===== src/sv/swsr_pkg.sv =====
// shared types and constants for the stop-and-wait sender control
package swsr_pkg;

   localparam int FRAC_BITS  = 8;
   localparam int TIMER_BITS = 24;
   localparam int WORD_W     = 32;
   localparam int ATT_W      = 4;
   localparam int MINDEV_W   = 16;
   localparam int INITTO_W   = 24;
   localparam int CSR_IDX_W  = 2;
   localparam int KIND_W     = 2;
   // wide enough for the fixed-point sums before saturation
   localparam int WIDE_W     = WORD_W + FRAC_BITS + 3;

   typedef enum logic [1:0] {
      ACT_SEND      = 2'd0,
      ACT_DATA_ACK  = 2'd1,
      ACT_TICK      = 2'd2,
      ACT_HANDSHAKE = 2'd3
   } action_type;

   typedef enum logic [KIND_W-1:0] {
      EV_TRANSMIT = 2'd0,
      EV_ACKED    = 2'd1,
      EV_GAVE_UP  = 2'd2
   } event_type;

   typedef enum logic [CSR_IDX_W-1:0] {
      CSR_MAX_ATTEMPTS    = 2'd0,
      CSR_MIN_DEVIATION   = 2'd1,
      CSR_INITIAL_TIMEOUT = 2'd2,
      CSR_INITIAL_WINDOW  = 2'd3
   } csr_index_type;

   localparam logic [ATT_W-1:0]    MAX_ATTEMPTS_RST    = ATT_W'(5);
   localparam logic [MINDEV_W-1:0] MIN_DEVIATION_RST   = MINDEV_W'(10);
   localparam logic [INITTO_W-1:0] INITIAL_TIMEOUT_RST = INITTO_W'(1000);
   localparam logic [WORD_W-1:0]   INITIAL_WINDOW_RST  = {WORD_W{1'b1}};

endpackage


===== src/sv/stop_and_wait_sender_rto.sv =====
// Stop-and-wait ARQ sender control with a smoothed round-trip timeout. Each
// request (send, data ack, tick, handshake ack) is taken into an input
// register, and the whole state update, including the RTT estimate,
// deviation and timeout arithmetic, is done from that register into the
// state registers and the response register. One request can be accepted in
// every clock cycle while no response waits to be taken. A request is held
// back only while a response waits to be taken and the input register is
// full. Configuration writes take effect from the cycle after they are
// issued and are meant for idle periods.
module stop_and_wait_sender_rto (
   input  logic                                 clock,
   input  logic                                 reset,
   input  logic                                 req_valid,
   output logic                                 req_ready,
   input  logic [1:0]                           req_action,
   input  logic [swsr_pkg::WORD_W-1:0]          req_ack_number,
   input  logic [swsr_pkg::WORD_W-1:0]          req_receiver_window,
   output logic                                 rsp_valid,
   input  logic                                 rsp_ready,
   output logic [swsr_pkg::KIND_W-1:0]          rsp_event_kind,
   output logic [swsr_pkg::WORD_W-1:0]          rsp_sequence_res,
   output logic [swsr_pkg::ATT_W-1:0]           rsp_attempt,
   output logic [swsr_pkg::WORD_W-1:0]          rsp_timeout_now,
   output logic [swsr_pkg::WORD_W-1:0]          rsp_window_now,
   output logic [swsr_pkg::WORD_W-1:0]          rsp_timeouts_seen,
   output logic [swsr_pkg::WORD_W-1:0]          rsp_retransmissions,
   input  logic                                 csr_write_en,
   input  logic [swsr_pkg::CSR_IDX_W-1:0]       csr_index,
   input  logic [swsr_pkg::WORD_W-1:0]          csr_write_data
);

   localparam int WORD_W   = swsr_pkg::WORD_W;
   localparam int WIDE_W   = swsr_pkg::WIDE_W;
   localparam int ATT_W    = swsr_pkg::ATT_W;
   localparam int FRAC     = swsr_pkg::FRAC_BITS;
   localparam int TIMER_W  = swsr_pkg::TIMER_BITS;

   function automatic logic [WORD_W-1:0] sat_word(input logic [WIDE_W-1:0] v);
      return (|v[WIDE_W-1:WORD_W]) ? {WORD_W{1'b1}} : v[WORD_W-1:0];
   endfunction

   function automatic logic [WORD_W-1:0] inc_sat(input logic [WORD_W-1:0] v);
      return (v == {WORD_W{1'b1}}) ? v : v + WORD_W'(1);
   endfunction

   // input register
   logic                       in_valid_ff;
   swsr_pkg::action_type       in_action_ff;
   logic [WORD_W-1:0]          in_ack_ff;
   logic [WORD_W-1:0]          in_rwnd_ff;

   // configuration
   logic [ATT_W-1:0]               max_att_ff;
   logic [swsr_pkg::MINDEV_W-1:0]  min_dev_ff;

   // protocol state
   logic [WORD_W-1:0]   base_ff,      base_in;
   logic                waiting_ff,   waiting_in;
   logic [ATT_W-1:0]    attempt_ff,   attempt_in;
   logic [TIMER_W-1:0]  elapsed_ff,   elapsed_in;
   logic [WORD_W-1:0]   srtt_ff,      srtt_in;
   logic [WORD_W-1:0]   rttvar_ff,    rttvar_in;
   logic [WORD_W-1:0]   rto_ff,       rto_in;
   logic [WORD_W-1:0]   window_ff,    window_in;
   logic [WORD_W-1:0]   tmo_total_ff, tmo_total_in;
   logic [WORD_W-1:0]   rtx_total_ff, rtx_total_in;

   // response register
   logic                      rsp_valid_ff;
   swsr_pkg::event_type       rsp_kind_ff;
   logic [WORD_W-1:0]         rsp_seq_ff;
   logic [ATT_W-1:0]          rsp_att_ff;
   logic [WORD_W-1:0]         rsp_rto_ff;
   logic [WORD_W-1:0]         rsp_win_ff;
   logic [WORD_W-1:0]         rsp_tmo_ff;
   logic [WORD_W-1:0]         rsp_rtx_ff;

   logic                      out_free;
   logic                      stage_fire;
   logic                      res_valid;
   swsr_pkg::event_type       res_kind;
   logic [WORD_W-1:0]         res_seq;
   logic [ATT_W-1:0]          res_att;

   // datapath terms
   logic [WIDE_W-1:0]   sample_w;
   logic [WIDE_W-1:0]   est_sum;
   logic [WORD_W-1:0]   est_new;
   logic [WIDE_W-1:0]   diff_w;
   logic [WIDE_W-1:0]   dev_sum;
   logic [WORD_W-1:0]   dev_new;
   logic [WORD_W-1:0]   floor_dev;
   logic [WORD_W-1:0]   dev_term;
   logic [WORD_W-1:0]   rto_ack;
   logic [WORD_W-1:0]   hs_srtt;
   logic [WORD_W-1:0]   hs_rto;
   logic [TIMER_W-1:0]  elapsed_inc;
   logic                tick_expired;
   logic                at_limit;
   logic                ack_match;

   assign out_free   = !rsp_valid_ff || rsp_ready;
   assign stage_fire = in_valid_ff && out_free;
   assign req_ready  = !in_valid_ff || stage_fire;

   always_comb begin
      sample_w  = WIDE_W'(elapsed_ff) << FRAC;
      est_sum   = (WIDE_W'(srtt_ff) << 3) - WIDE_W'(srtt_ff) + sample_w;
      est_new   = sat_word(est_sum >> 3);
      // deviation is measured against the new estimate
      diff_w    = (sample_w >= WIDE_W'(est_new)) ? sample_w - WIDE_W'(est_new)
                                                 : WIDE_W'(est_new) - sample_w;
      dev_sum   = (WIDE_W'(rttvar_ff) << 1) + WIDE_W'(rttvar_ff) + diff_w;
      dev_new   = sat_word(dev_sum >> 2);
      floor_dev = WORD_W'(min_dev_ff) << FRAC;
      dev_term  = (dev_new > floor_dev) ? dev_new : floor_dev;
      rto_ack   = sat_word(WIDE_W'(est_new) + (WIDE_W'(dev_term) << 2));
      hs_srtt   = sat_word(sample_w);
      hs_rto    = sat_word((WIDE_W'(hs_srtt) << 1) + WIDE_W'(hs_srtt));
      elapsed_inc  = (elapsed_ff == {TIMER_W{1'b1}}) ? elapsed_ff
                                                     : elapsed_ff + TIMER_W'(1);
      tick_expired = (WIDE_W'(elapsed_inc) << FRAC) >= WIDE_W'(rto_ff);
      // a limit of zero behaves like one
      at_limit     = ({1'b0, attempt_ff} + (ATT_W+1)'(1)) >= {1'b0, max_att_ff};
      ack_match    = waiting_ff && (in_ack_ff == base_ff + WORD_W'(1));
   end

   always_comb begin
      base_in      = base_ff;
      waiting_in   = waiting_ff;
      attempt_in   = attempt_ff;
      elapsed_in   = elapsed_ff;
      srtt_in      = srtt_ff;
      rttvar_in    = rttvar_ff;
      rto_in       = rto_ff;
      window_in    = window_ff;
      tmo_total_in = tmo_total_ff;
      rtx_total_in = rtx_total_ff;
      res_valid    = 1'b0;
      res_kind     = swsr_pkg::EV_TRANSMIT;
      res_seq      = base_ff;
      res_att      = attempt_ff;
      case (in_action_ff)
         swsr_pkg::ACT_SEND: begin
            waiting_in = 1'b1;
            attempt_in = '0;
            elapsed_in = '0;
            res_valid  = 1'b1;
            res_att    = '0;
         end
         swsr_pkg::ACT_DATA_ACK: begin
            if (ack_match) begin
               srtt_in    = est_new;
               rttvar_in  = dev_new;
               rto_in     = rto_ack;
               if (in_rwnd_ff < window_ff) begin
                  window_in = in_rwnd_ff;
               end
               base_in    = base_ff + WORD_W'(1);
               waiting_in = 1'b0;
               elapsed_in = '0;
               res_valid  = 1'b1;
               res_kind   = swsr_pkg::EV_ACKED;
            end
         end
         swsr_pkg::ACT_TICK: begin
            elapsed_in = elapsed_inc;
            if (waiting_ff && tick_expired) begin
               res_valid  = 1'b1;
               elapsed_in = '0;
               if (at_limit) begin
                  waiting_in = 1'b0;
                  res_kind   = swsr_pkg::EV_GAVE_UP;
               end else begin
                  tmo_total_in = inc_sat(tmo_total_ff);
                  rtx_total_in = inc_sat(rtx_total_ff);
                  attempt_in   = attempt_ff + ATT_W'(1);
                  res_att      = attempt_ff + ATT_W'(1);
               end
            end
         end
         swsr_pkg::ACT_HANDSHAKE: begin
            srtt_in = hs_srtt;
            rto_in  = hs_rto;
            if (!waiting_ff) begin
               elapsed_in = '0;
            end
         end
         default: begin
         end
      endcase
   end

   always_ff @(posedge clock) begin
      if (reset) begin
         in_valid_ff  <= 1'b0;
         rsp_valid_ff <= 1'b0;
         max_att_ff   <= swsr_pkg::MAX_ATTEMPTS_RST;
         min_dev_ff   <= swsr_pkg::MIN_DEVIATION_RST;
         base_ff      <= '0;
         waiting_ff   <= 1'b0;
         attempt_ff   <= '0;
         elapsed_ff   <= '0;
         srtt_ff      <= '0;
         rttvar_ff    <= '0;
         rto_ff       <= sat_word(WIDE_W'(swsr_pkg::INITIAL_TIMEOUT_RST) << FRAC);
         window_ff    <= swsr_pkg::INITIAL_WINDOW_RST;
         tmo_total_ff <= '0;
         rtx_total_ff <= '0;
      end else begin
         if (req_ready) begin
            in_valid_ff <= req_valid;
         end
         if (stage_fire) begin
            base_ff      <= base_in;
            waiting_ff   <= waiting_in;
            attempt_ff   <= attempt_in;
            elapsed_ff   <= elapsed_in;
            srtt_ff      <= srtt_in;
            rttvar_ff    <= rttvar_in;
            rto_ff       <= rto_in;
            window_ff    <= window_in;
            tmo_total_ff <= tmo_total_in;
            rtx_total_ff <= rtx_total_in;
         end
         if (out_free) begin
            rsp_valid_ff <= stage_fire && res_valid;
         end
         if (csr_write_en) begin
            case (swsr_pkg::csr_index_type'(csr_index))
               swsr_pkg::CSR_MAX_ATTEMPTS: begin
                  max_att_ff <= csr_write_data[ATT_W-1:0];
               end
               swsr_pkg::CSR_MIN_DEVIATION: begin
                  min_dev_ff <= csr_write_data[swsr_pkg::MINDEV_W-1:0];
               end
               swsr_pkg::CSR_INITIAL_TIMEOUT: begin
                  rto_ff     <= sat_word(WIDE_W'(csr_write_data[swsr_pkg::INITTO_W-1:0])
                                         << FRAC);
               end
               swsr_pkg::CSR_INITIAL_WINDOW: begin
                  window_ff   <= csr_write_data;
               end
               default: begin
               end
            endcase
         end
      end
   end

   // payload registers, no reset needed
   always_ff @(posedge clock) begin
      if (req_ready && req_valid) begin
         in_action_ff <= swsr_pkg::action_type'(req_action);
         in_ack_ff    <= req_ack_number;
         in_rwnd_ff   <= req_receiver_window;
      end
      if (stage_fire && res_valid) begin
         rsp_kind_ff <= res_kind;
         rsp_seq_ff  <= res_seq;
         rsp_att_ff  <= res_att;
         rsp_rto_ff  <= rto_in;
         rsp_win_ff  <= window_in;
         rsp_tmo_ff  <= tmo_total_in;
         rsp_rtx_ff  <= rtx_total_in;
      end
   end

   assign rsp_valid           = rsp_valid_ff;
   assign rsp_event_kind      = rsp_kind_ff;
   assign rsp_sequence_res    = rsp_seq_ff;
   assign rsp_attempt         = rsp_att_ff;
   assign rsp_timeout_now     = rsp_rto_ff;
   assign rsp_window_now      = rsp_win_ff;
   assign rsp_timeouts_seen   = rsp_tmo_ff;
   assign rsp_retransmissions = rsp_rtx_ff;

endmodule


===== config.mk =====
export PLATFORM = sky130hd
export DESIGN_NAME = stop_and_wait_sender_rto
export DESIGN_NICKNAME = d
export VERILOG_FILES = /design/src/sv/swsr_pkg.sv /design/src/sv/stop_and_wait_sender_rto.sv
export SDC_FILE = /design/constraint.sdc
export NUM_CORES = 2
export LEC_CHECK = 0
export BUFFER_PORTS_ARGS = -buffer_cell sky130_fd_sc_hd__clkbuf_2
export CAP_MARGIN = 20
export CORE_MARGIN = 2
export CORE_UTILIZATION = 47
export CTS_CLUSTER_SIZE = 30
export DETAILED_ROUTE_END_ITERATION = 7
export GPL_ROUTABILITY_DRIVEN = 1
export HOLD_SLACK_MARGIN = 0.05
export PLACE_DENSITY = 0.67
export SYNTH_ARGS = -nofsm -noshare
export SYNTH_HDL_FRONTEND = slang
export SYNTH_SLANG_ARGS = --single-unit

===== constraint.sdc =====
create_clock -name clock -period 17.3 [get_ports clock]
set_input_delay 2.595 -clock clock [delete_from_list [all_inputs] [get_ports clock]]
set_output_delay 2.595 -clock clock [all_outputs]
set_load 0.02 [all_outputs]

# --- After elaboration in Yosys (flattened, before gate mapping) ---
# Index checks and enable logic that the tools add are counted.
op_classes:
  n_addsub: 14
  order_cmp: 5
  eq_ne: 14
  n_mux: 46
  n_reduce_logical: 23
ops:
  columns: ["op", "n"]
  rows:
  - ["32-bit two-way mux", 24]
  - ["32-bit one-hot mux with 2 select lines", 2]
  - ["32-bit by 1-bit adder with 32-bit output (second input constant)", 3]
  - ["24-bit two-way mux", 4]
  - ["24-bit one-hot mux with 4 select lines", 1]
  - ["33-bit by 32-bit adder with 34-bit output", 2]
  - ["32-bit by 32-bit subtractor with 33-bit output", 2]
  - ["32-bit equality test (second input constant)", 2]
  - ["32-bit greater-or-equal comparator", 2]
  - ["34-bit by 43-bit adder with 43-bit output", 1]
  - ["43-bit two-way mux", 1]
  - ["36-bit by 33-bit adder with 37-bit output", 1]
  - ["35-bit by 32-bit subtractor with 36-bit output", 1]
  - ["32-bit by 34-bit adder with 35-bit output", 1]
  - ["32-bit equality test", 1]
  - ["32-bit by 24-bit greater-than comparator with 1-bit output", 1]
  - ["32-bit less-than comparator", 1]
  - ["24-bit by 1-bit adder with 24-bit output (second input constant)", 1]
  - ["24-bit equality test (second input constant)", 1]
  - ["11-bit OR reduction", 2]
  - ["3-bit AND reduction", 3]
  - ["9-bit OR reduction", 1]
  - ["2-bit equality test (second input constant)", 4]
  - ["4-bit two-way mux", 2]
  - ["19 further kinds", 38]
word_totals:
  register_bits: 507
  in_bits: 105
  word_cells: 126

# --- Longest topological paths before layout ---
depth:
  ltp_word: 19
  ltp_mapped: 89
  mapped_depth_nobuf: 83

# --- Worst setup path before layout ---
# No wires, ideal clock.
synth_path:
  kind: "reg2reg"
  from: "register elapsed_ff[7]"
  to: "register rsp_att_ff[0] (netlist: rsp_attempt[0]), enable pin"
  t_arrival_ns: 15.623
  required_ns: 16.403
  setup_slack_ns: 0.780
  path_stages_with_launch: 25
  path_buffers: 4
  cell_sequence: "dfxtp_1 ha_1 clkbuf_1 nand4_1 nor2_1 nand4_1 and3_1 clkbuf_1 nand3_1 nor2_1 and2_0 and3_1 clkbuf_1 and3_1 clkbuf_1 nand3_1 xnor2_1 ha_1 nand4_1 a2111o_1 a211oi_1 or2_2 and2_1 nor3_1 nor3_1"
synth_between:
  elab_chain_len: 7
synth_lines:
  columns: ["element", "line", "text"]
  rows:
  - ["from (decl)", "stop_and_wait_sender_rto.sv:60", "logic [TIMER_W-1:0] elapsed_ff, elapsed_in;"]
  - ["from (signal assigned)", "stop_and_wait_sender_rto.sv:218", "elapsed_ff <= elapsed_in;"]
  - ["24-bit by 1-bit adder with 24-bit output / 24-bit equality test (equally long branches)", "stop_and_wait_sender_rto.sv:121, stop_and_wait_sender_rto.sv:120", null]
  - ["24-bit two-way mux *", "stop_and_wait_sender_rto.sv:120", "elapsed_inc = (elapsed_ff == {TIMER_W{1'b1}}) ? elapsed_ff"]
  - ["32-bit greater-or-equal comparator *", "stop_and_wait_sender_rto.sv:122", "tick_expired = (WIDE_W'(elapsed_inc) << FRAC) >= WIDE_W'(rto_ff);"]
  - ["1-bit logical AND *", "stop_and_wait_sender_rto.sv:168", "if (waiting_ff && tick_expired) begin"]
  - ["1-bit two-way mux *", "stop_and_wait_sender_rto.sv:168", null]
  - ["1-bit one-hot mux with 3 select lines *", "stop_and_wait_sender_rto.sv:143", "case (in_action_ff)"]
  - ["1-bit logical AND *", "stop_and_wait_sender_rto.sv:258", "if (stage_fire && res_valid) begin"]
  - ["to (signal assigned)", "stop_and_wait_sender_rto.sv:261", "rsp_att_ff <= res_att;"]
  - ["to (decl)", "stop_and_wait_sender_rto.sv:72", "logic [ATT_W-1:0] rsp_att_ff;"]
# Every way passes the cells marked *; elsewhere a longest branch is shown, timed or not.
# A chain may end at the register's enable or synchronous reset.

# --- Worst setup path in the final report ---
layout_path:
  from: "register srtt_ff[3]"
  to: "register rto_ff[7]"
layout_between:
  elab_chain_len: 19
layout_lines:
  columns: ["element", "line", "text"]
  rows:
  - ["from (decl)", "stop_and_wait_sender_rto.sv:61", "logic [WORD_W-1:0] srtt_ff, srtt_in;"]
  - ["from (signal assigned)", "stop_and_wait_sender_rto.sv:219", "srtt_ff <= srtt_in;"]
  - ["35-bit by 32-bit subtractor with 36-bit output *", "stop_and_wait_sender_rto.sv:108", "est_sum = (WIDE_W'(srtt_ff) << 3) - WIDE_W'(srtt_ff) + sample_w;"]
  - ["36-bit by 33-bit adder with 37-bit output *", "stop_and_wait_sender_rto.sv:108", null]
  - ["8-bit OR reduction", "stop_and_wait_sender_rto.sv:39", "return (|v[WIDE_W-1:WORD_W]) ? {WORD_W{1'b1}} : v[WORD_W-1:0];"]
  - ["32-bit two-way mux *", "stop_and_wait_sender_rto.sv:39", null]
  - ["32-bit by 32-bit subtractor with 33-bit output, or another cell as far along", "stop_and_wait_sender_rto.sv:112", ": WIDE_W'(est_new) - sample_w;"]
  - ["43-bit two-way mux *", "stop_and_wait_sender_rto.sv:111", "diff_w = (sample_w >= WIDE_W'(est_new)) ? sample_w - WIDE_W'(est_new)"]
  - ["34-bit by 43-bit adder with 43-bit output *", "stop_and_wait_sender_rto.sv:113", "dev_sum = (WIDE_W'(rttvar_ff) << 1) + WIDE_W'(rttvar_ff) + diff_w;"]
  - ["9-bit OR reduction", "stop_and_wait_sender_rto.sv:39", null]
  - ["(+1 left out)", null, null]
  - ["named net dev_new[9]", "stop_and_wait_sender_rto.sv:91", "logic [WORD_W-1:0] dev_new;"]
  - ["(+3 left out)", null, null]
  - ["11-bit OR reduction", "stop_and_wait_sender_rto.sv:39", null]
  - ["32-bit two-way mux *", "stop_and_wait_sender_rto.sv:39", null]
  - ["32-bit two-way mux *", "stop_and_wait_sender_rto.sv:152", "if (ack_match) begin"]
  - ["32-bit one-hot mux with 2 select lines *", "stop_and_wait_sender_rto.sv:143", null]
  - ["named net rto_in[7]", "stop_and_wait_sender_rto.sv:63", "logic [WORD_W-1:0] rto_ff, rto_in;"]
  - ["32-bit two-way mux *", "stop_and_wait_sender_rto.sv:214", "if (stage_fire) begin"]
  - ["32-bit two-way mux", "stop_and_wait_sender_rto.sv:230", "case (swsr_pkg::csr_index_type'(csr_index))"]
  - ["32-bit two-way mux *", "stop_and_wait_sender_rto.sv:229", "if (csr_write_en) begin"]
  - ["to (signal assigned)", "stop_and_wait_sender_rto.sv:206", "rto_ff <= sat_word(WIDE_W'(swsr_pkg::INITIAL_TIMEOUT_RST) << FRAC);"]
  - ["to (signal assigned)", "stop_and_wait_sender_rto.sv:221", "rto_ff <= rto_in;"]
  - ["to (signal assigned)", "stop_and_wait_sender_rto.sv:238", "rto_ff <= sat_word(WIDE_W'(csr_write_data[swsr_pkg::INITTO_W-1:0])"]
  - ["to (decl)", "stop_and_wait_sender_rto.sv:63", null]
# Mark *: on every way through the listed nets, which the timed path passes. The rest lies on a longest branch.

==> flow_summary.rst <==
.. list-table::
   :header-rows: 1

   * - Metric
     - Value
   * - FMAX
     - 60.9 MHz
   * - Depth of the worst register-to-register path
     - 80
   * - Area share of and/or/nand/nor cells after synthesis
     - 17.9%
   * - TritonCTS Buffers
     - 57
   * - Sort of element at the end of the critical path
     - register
   * - Chip height
     - 278 um
   * - Tot GR Track Use
     - 30.5%
   * - Mux share of post-synthesis cell area
     - 2.94%
   * - Final Hold Violating Endpoints
     - 0
   * - Maximum number of pins on one net before global-route repair
     - 85
   * - CTS tree
     - built
   * - Initial antenna violation count
     - 2
   * - Total length of routed wires
     - 122 mm
   * - Min-delay worst type
     - reg2reg
   * - Highest-count cells in the layout ignoring fill and taps
     - sky130_fd_sc_hd__nor2_1, sky130_fd_sc_hd__a21oi_1, sky130_fd_sc_hd__nand2_1, sky130_fd_sc_hd__dfxtp_1, sky130_fd_sc_hd__clkbuf_2
   * - Number of nets in the final layout
     - 4920
   * - Fin crit share
     - 94.9%
   * - Number of distinct library cell variants in the gate-level netlist after synthesis
     - 91
   * - Per-instance average area after synthesis
     - 8.64 um^2
   * - Die Outline Area
     - 0.0771 mm^2
   * - Standard-cell row count
     - 100
   * - Post-layout minimum cycle time
     - 16.42 ns
   * - Average detailed-routed wire length per instance
     - 22.1 um
   * - Commonest register cell after synthesis
     - sky130_fd_sc_hd__dfxtp_1
   * - Synthesized-area fraction occupied by ao, oa, aoi and oai cells
     - 18.8%
   * - Number of flip-flops and latches in the synthesized netlist
     - 507
   * - Detailed-route DRC error count
     - 0
   * - Detail Route Antenna Nets
     - 0
   * - Share of the synthesized netlist area taken by xor and xnor gates
     - 8.56%
   * - Synthesized area
     - 0.0352 mm^2
   * - Total Neg Setup Slack
     - 0 ns
   * - Hold path start
     - rttvar_ff[1]$_SDFFE_PP0P_
   * - Number of failing setup endpoints in the final timing report
     - 0
   * - Htree depth
     - 2
   * - Detailed-route via count
     - 32200
   * - Worst Max-Slew Pin Slew
     - 1.17 ns
   * - Max-cap violation count
     - 0
   * - Max FO, Critical Path
     - 17
   * - Crit-path slowest cell
     - sky130_fd_sc_hd__or4b_4
   * - Arrival time worst endpoint
     - 16.95 ns
   * - Worst endpoint required time
     - 17.83 ns
   * - Clock Pin Slew Worst Setup and Hold Paths
     - 0.06 ns
   * - Number of violations reported at the end of detailed-routing iteration 0
     - 3077
   * - Placer congestion estimate
     - 1.01
   * - Overflow left after global routing
     - 0
   * - Path type of the worst setup path
     - reg2reg
   * - Most common cell after layout, fill and taps aside
     - sky130_fd_sc_hd__nor2_1
   * - DR vias/cell
     - 5.82
   * - Endpoint with the worst hold slack
     - rttvar_ff[1]$_SDFFE_PP0P_
   * - Register-to-register setup slack
     - 0.88 ns
   * - Layout area overhead
     - 17.9%
   * - First-pass GRT wire length
     - 183 mm
   * - Floorplan die width
     - 278 um
   * - Clock root buffer
     - sky130_fd_sc_hd__clkbuf_16
   * - Number of clock sinks seen by CTS
     - 507
   * - Number of synthesized flops with an enable pin
     - 232
   * - Core ar.
     - 0.0743 mm^2
   * - Post-synthesis instance total
     - 4075
   * - Run status
     - completed
   * - Worst relative slew slack
     - 22.0%
   * - Capturing point of the worst reg2reg path
     - rto_ff[7]$_SDFF_PP0_
   * - Maximum cell stage delay along the critical path
     - 0.49 ns
   * - # IOs
     - 273
   * - Main combinational cell family by area after synthesis
     - compound AO/OA/AOI/OAI gates
   * - Pre-antenna DRT Iters
     - 6
   * - Synthesized netlist net count
     - 4490
   * - Detailed Place HPWL
     - 94.9 mm
   * - Post-route cell area
     - 0.0415 mm^2
   * - Warnings from Yosys
     - 0
   * - Final number of max-transition violations
     - 0
   * - Hold depth
     - 2
   * - Asr flop ratio synth
     - 0%
   * - Total cell area at the placement stage
     - 0.0391 mm^2
   * - Total of buffers placed on input and output ports
     - 272
   * - Worst-Skew Late Latency
     - 0.65 ns
   * - CTS Hold Buffers Added
     - 0
   * - Kind of launch point of the worst setup path
     - register
   * - Worst clock skew on the final layout
     - 0.0291 ns
   * - Effective utilization at floorplan
     - 47.4%
   * - Post-synthesis sequential area ratio
     - 35.4%
   * - Via count of the first global-routing pass
     - 30300
   * - Max Root-Sink Buffers
     - 3
   * - Adder-cell share of the synthesized area
     - 11.8%
   * - Reg-to-reg startpoint
     - srtt_ff[3]$_SDFFE_PP0P_
   * - Layout cells sized above 1
     - 17.2%
-- worst max-delay path by stage --
stage	from	depth (start not counted)	end
6_report	srtt_ff[3]$_SDFFE_PP0P_	80	rto_ff[7]$_SDFF_PP0_
2_1_floorplan	elapsed_ff[7]$_SDFFE_PP0P_	24	rsp_attempt[0]$_DFFE_PP_
3_5_place_dp	srtt_ff[3]$_SDFFE_PP0P_	78	rto_ff[24]$_SDFF_PP0_
3_3_place_gp	srtt_ff[3]$_SDFFE_PP0P_	83	rto_ff[24]$_SDFF_PP0_
4_1_cts	srtt_ff[3]$_SDFFE_PP0P_	82	rto_ff[4]$_SDFF_PP0_
5_1_grt	srtt_ff[14]$_SDFFE_PP0P_	81	rto_ff[7]$_SDFF_PP0_
-- logic make-up (layout without fill, tap and decap cells) --
logic type,Yosys count,in the layout
buffers and inverters,420,899
AOI/OAI and AO/OA,1047,1047
muxes,97,97
and+or+nand+nor,1350,1350
adders and majority gates,310,310
xor gates and xnor gates,344,344
DFF,507,507
other,0,1
-- per-layer routing --
layer / GRT usage (%) / share of wire [%] / vias to the layer above
li1: - / - / 15400
met5: 0 / 0 / -
met2: 50.1 / 46 / 1191
met3: 4.53 / 7.1 / 243
met1: 40.9 / 43 / 15300
met4: 10.6 / 3.8 / 0
-- repair_timing --
item,CTS,global route
pin swaps,0,26
setup buffers,0,12
cloned,0,2
resized for setup,2,72
setup endpoints to repair,30,64
-- cell type report --
type / instances / area [um^2]
Inverter: 247 / 927
Clock inverter: 29 / 420
Tap cell: 969 / 1210
Fill cell: 6923 / 32800
Multi-Input combinational cell: 3148 / 21400
Clock buffer: 79 / 1540
Timing Repair Buffer: 544 / 3510
Antenna cell: 1 / 2.50
Sequential cell: 507 / 12500
-- cells in the mapped netlist (all sizes together), types with 13 or more instances --
library cell | count | area [um^2]
o21a | 49 | 368
o21bai | 40 | 300
or2 | 15 | 93.8
and2 | 27 | 169
dfxtp | 275 | 5510
nand3 | 132 | 661
a2111oi | 13 | 133
a221oi | 17 | 155
a21o | 103 | 773
a211oi | 34 | 265
a31oi | 27 | 169
nor2 | 443 | 1670
nor3 | 94 | 475
nand4 | 68 | 425
buf | 21 | 111
a22oi | 22 | 179
o21ai | 207 | 1040
fa | 36 | 721
o211ai | 21 | 158
ha | 274 | 3430
mux2i | 47 | 470
o31ai | 22 | 165
a21oi | 378 | 1900
nand2b | 35 | 219
edfxtp | 232 | 6970
or3 | 34 | 213
and3 | 47 | 294
nor4 | 22 | 153
xnor2 | 224 | 1960
clkbuf | 152 | 571
mux2 | 50 | 563
nand2 | 359 | 1350
and4 | 14 | 123
inv | 247 | 927
nor2b | 27 | 169
xor2 | 120 | 1050
-- metrics by stage --
stage               instances  worst slack [ns]  hold WS [ns]  utilization [%]
global route             5523           -0.0893         0.503             55.9
finish                   5524             0.877         0.465             55.9
detailed placement       5401           -0.0763         0.462             52.7
floorplan                4075             0.780         0.403                -
CTS                      5509            0.0677         0.470             55.3
global placement         5401             0.267         0.442             52.7
-- critical path, delay by kind of cell (launching register included) --
kind,cells,cell delay [ns]
muxes,1,0.33
DFF,1,0.36
and+or+nand+nor,22,4.09
AOI/OAI and AO/OA,39,7.34
xor gates and xnor gates,2,0.51
adders and majority gates,7,2.25
buffers and inverters,9,1.46
-- registers in the layout, indices dropped and copies added, names as in the netlist, 16 cells and up --
signal and cells:
rsp_window_now 32, min_dev_ff 16, rttvar_ff 32, elapsed_ff 24, rsp_timeout_now 32, in_ack_ff 32, rsp_timeouts_seen 32, rto_ff 32
tmo_total_ff 32, rtx_total_ff 32, in_rwnd_ff 32, rsp_sequence_res 32, rsp_retransmissions 32, srtt_ff 32, base_ff 32, window_ff 32
Power is left out: the tool's default activity adds up to more than one toggle a clock period on the data nets, which glitch-free logic cannot reach.
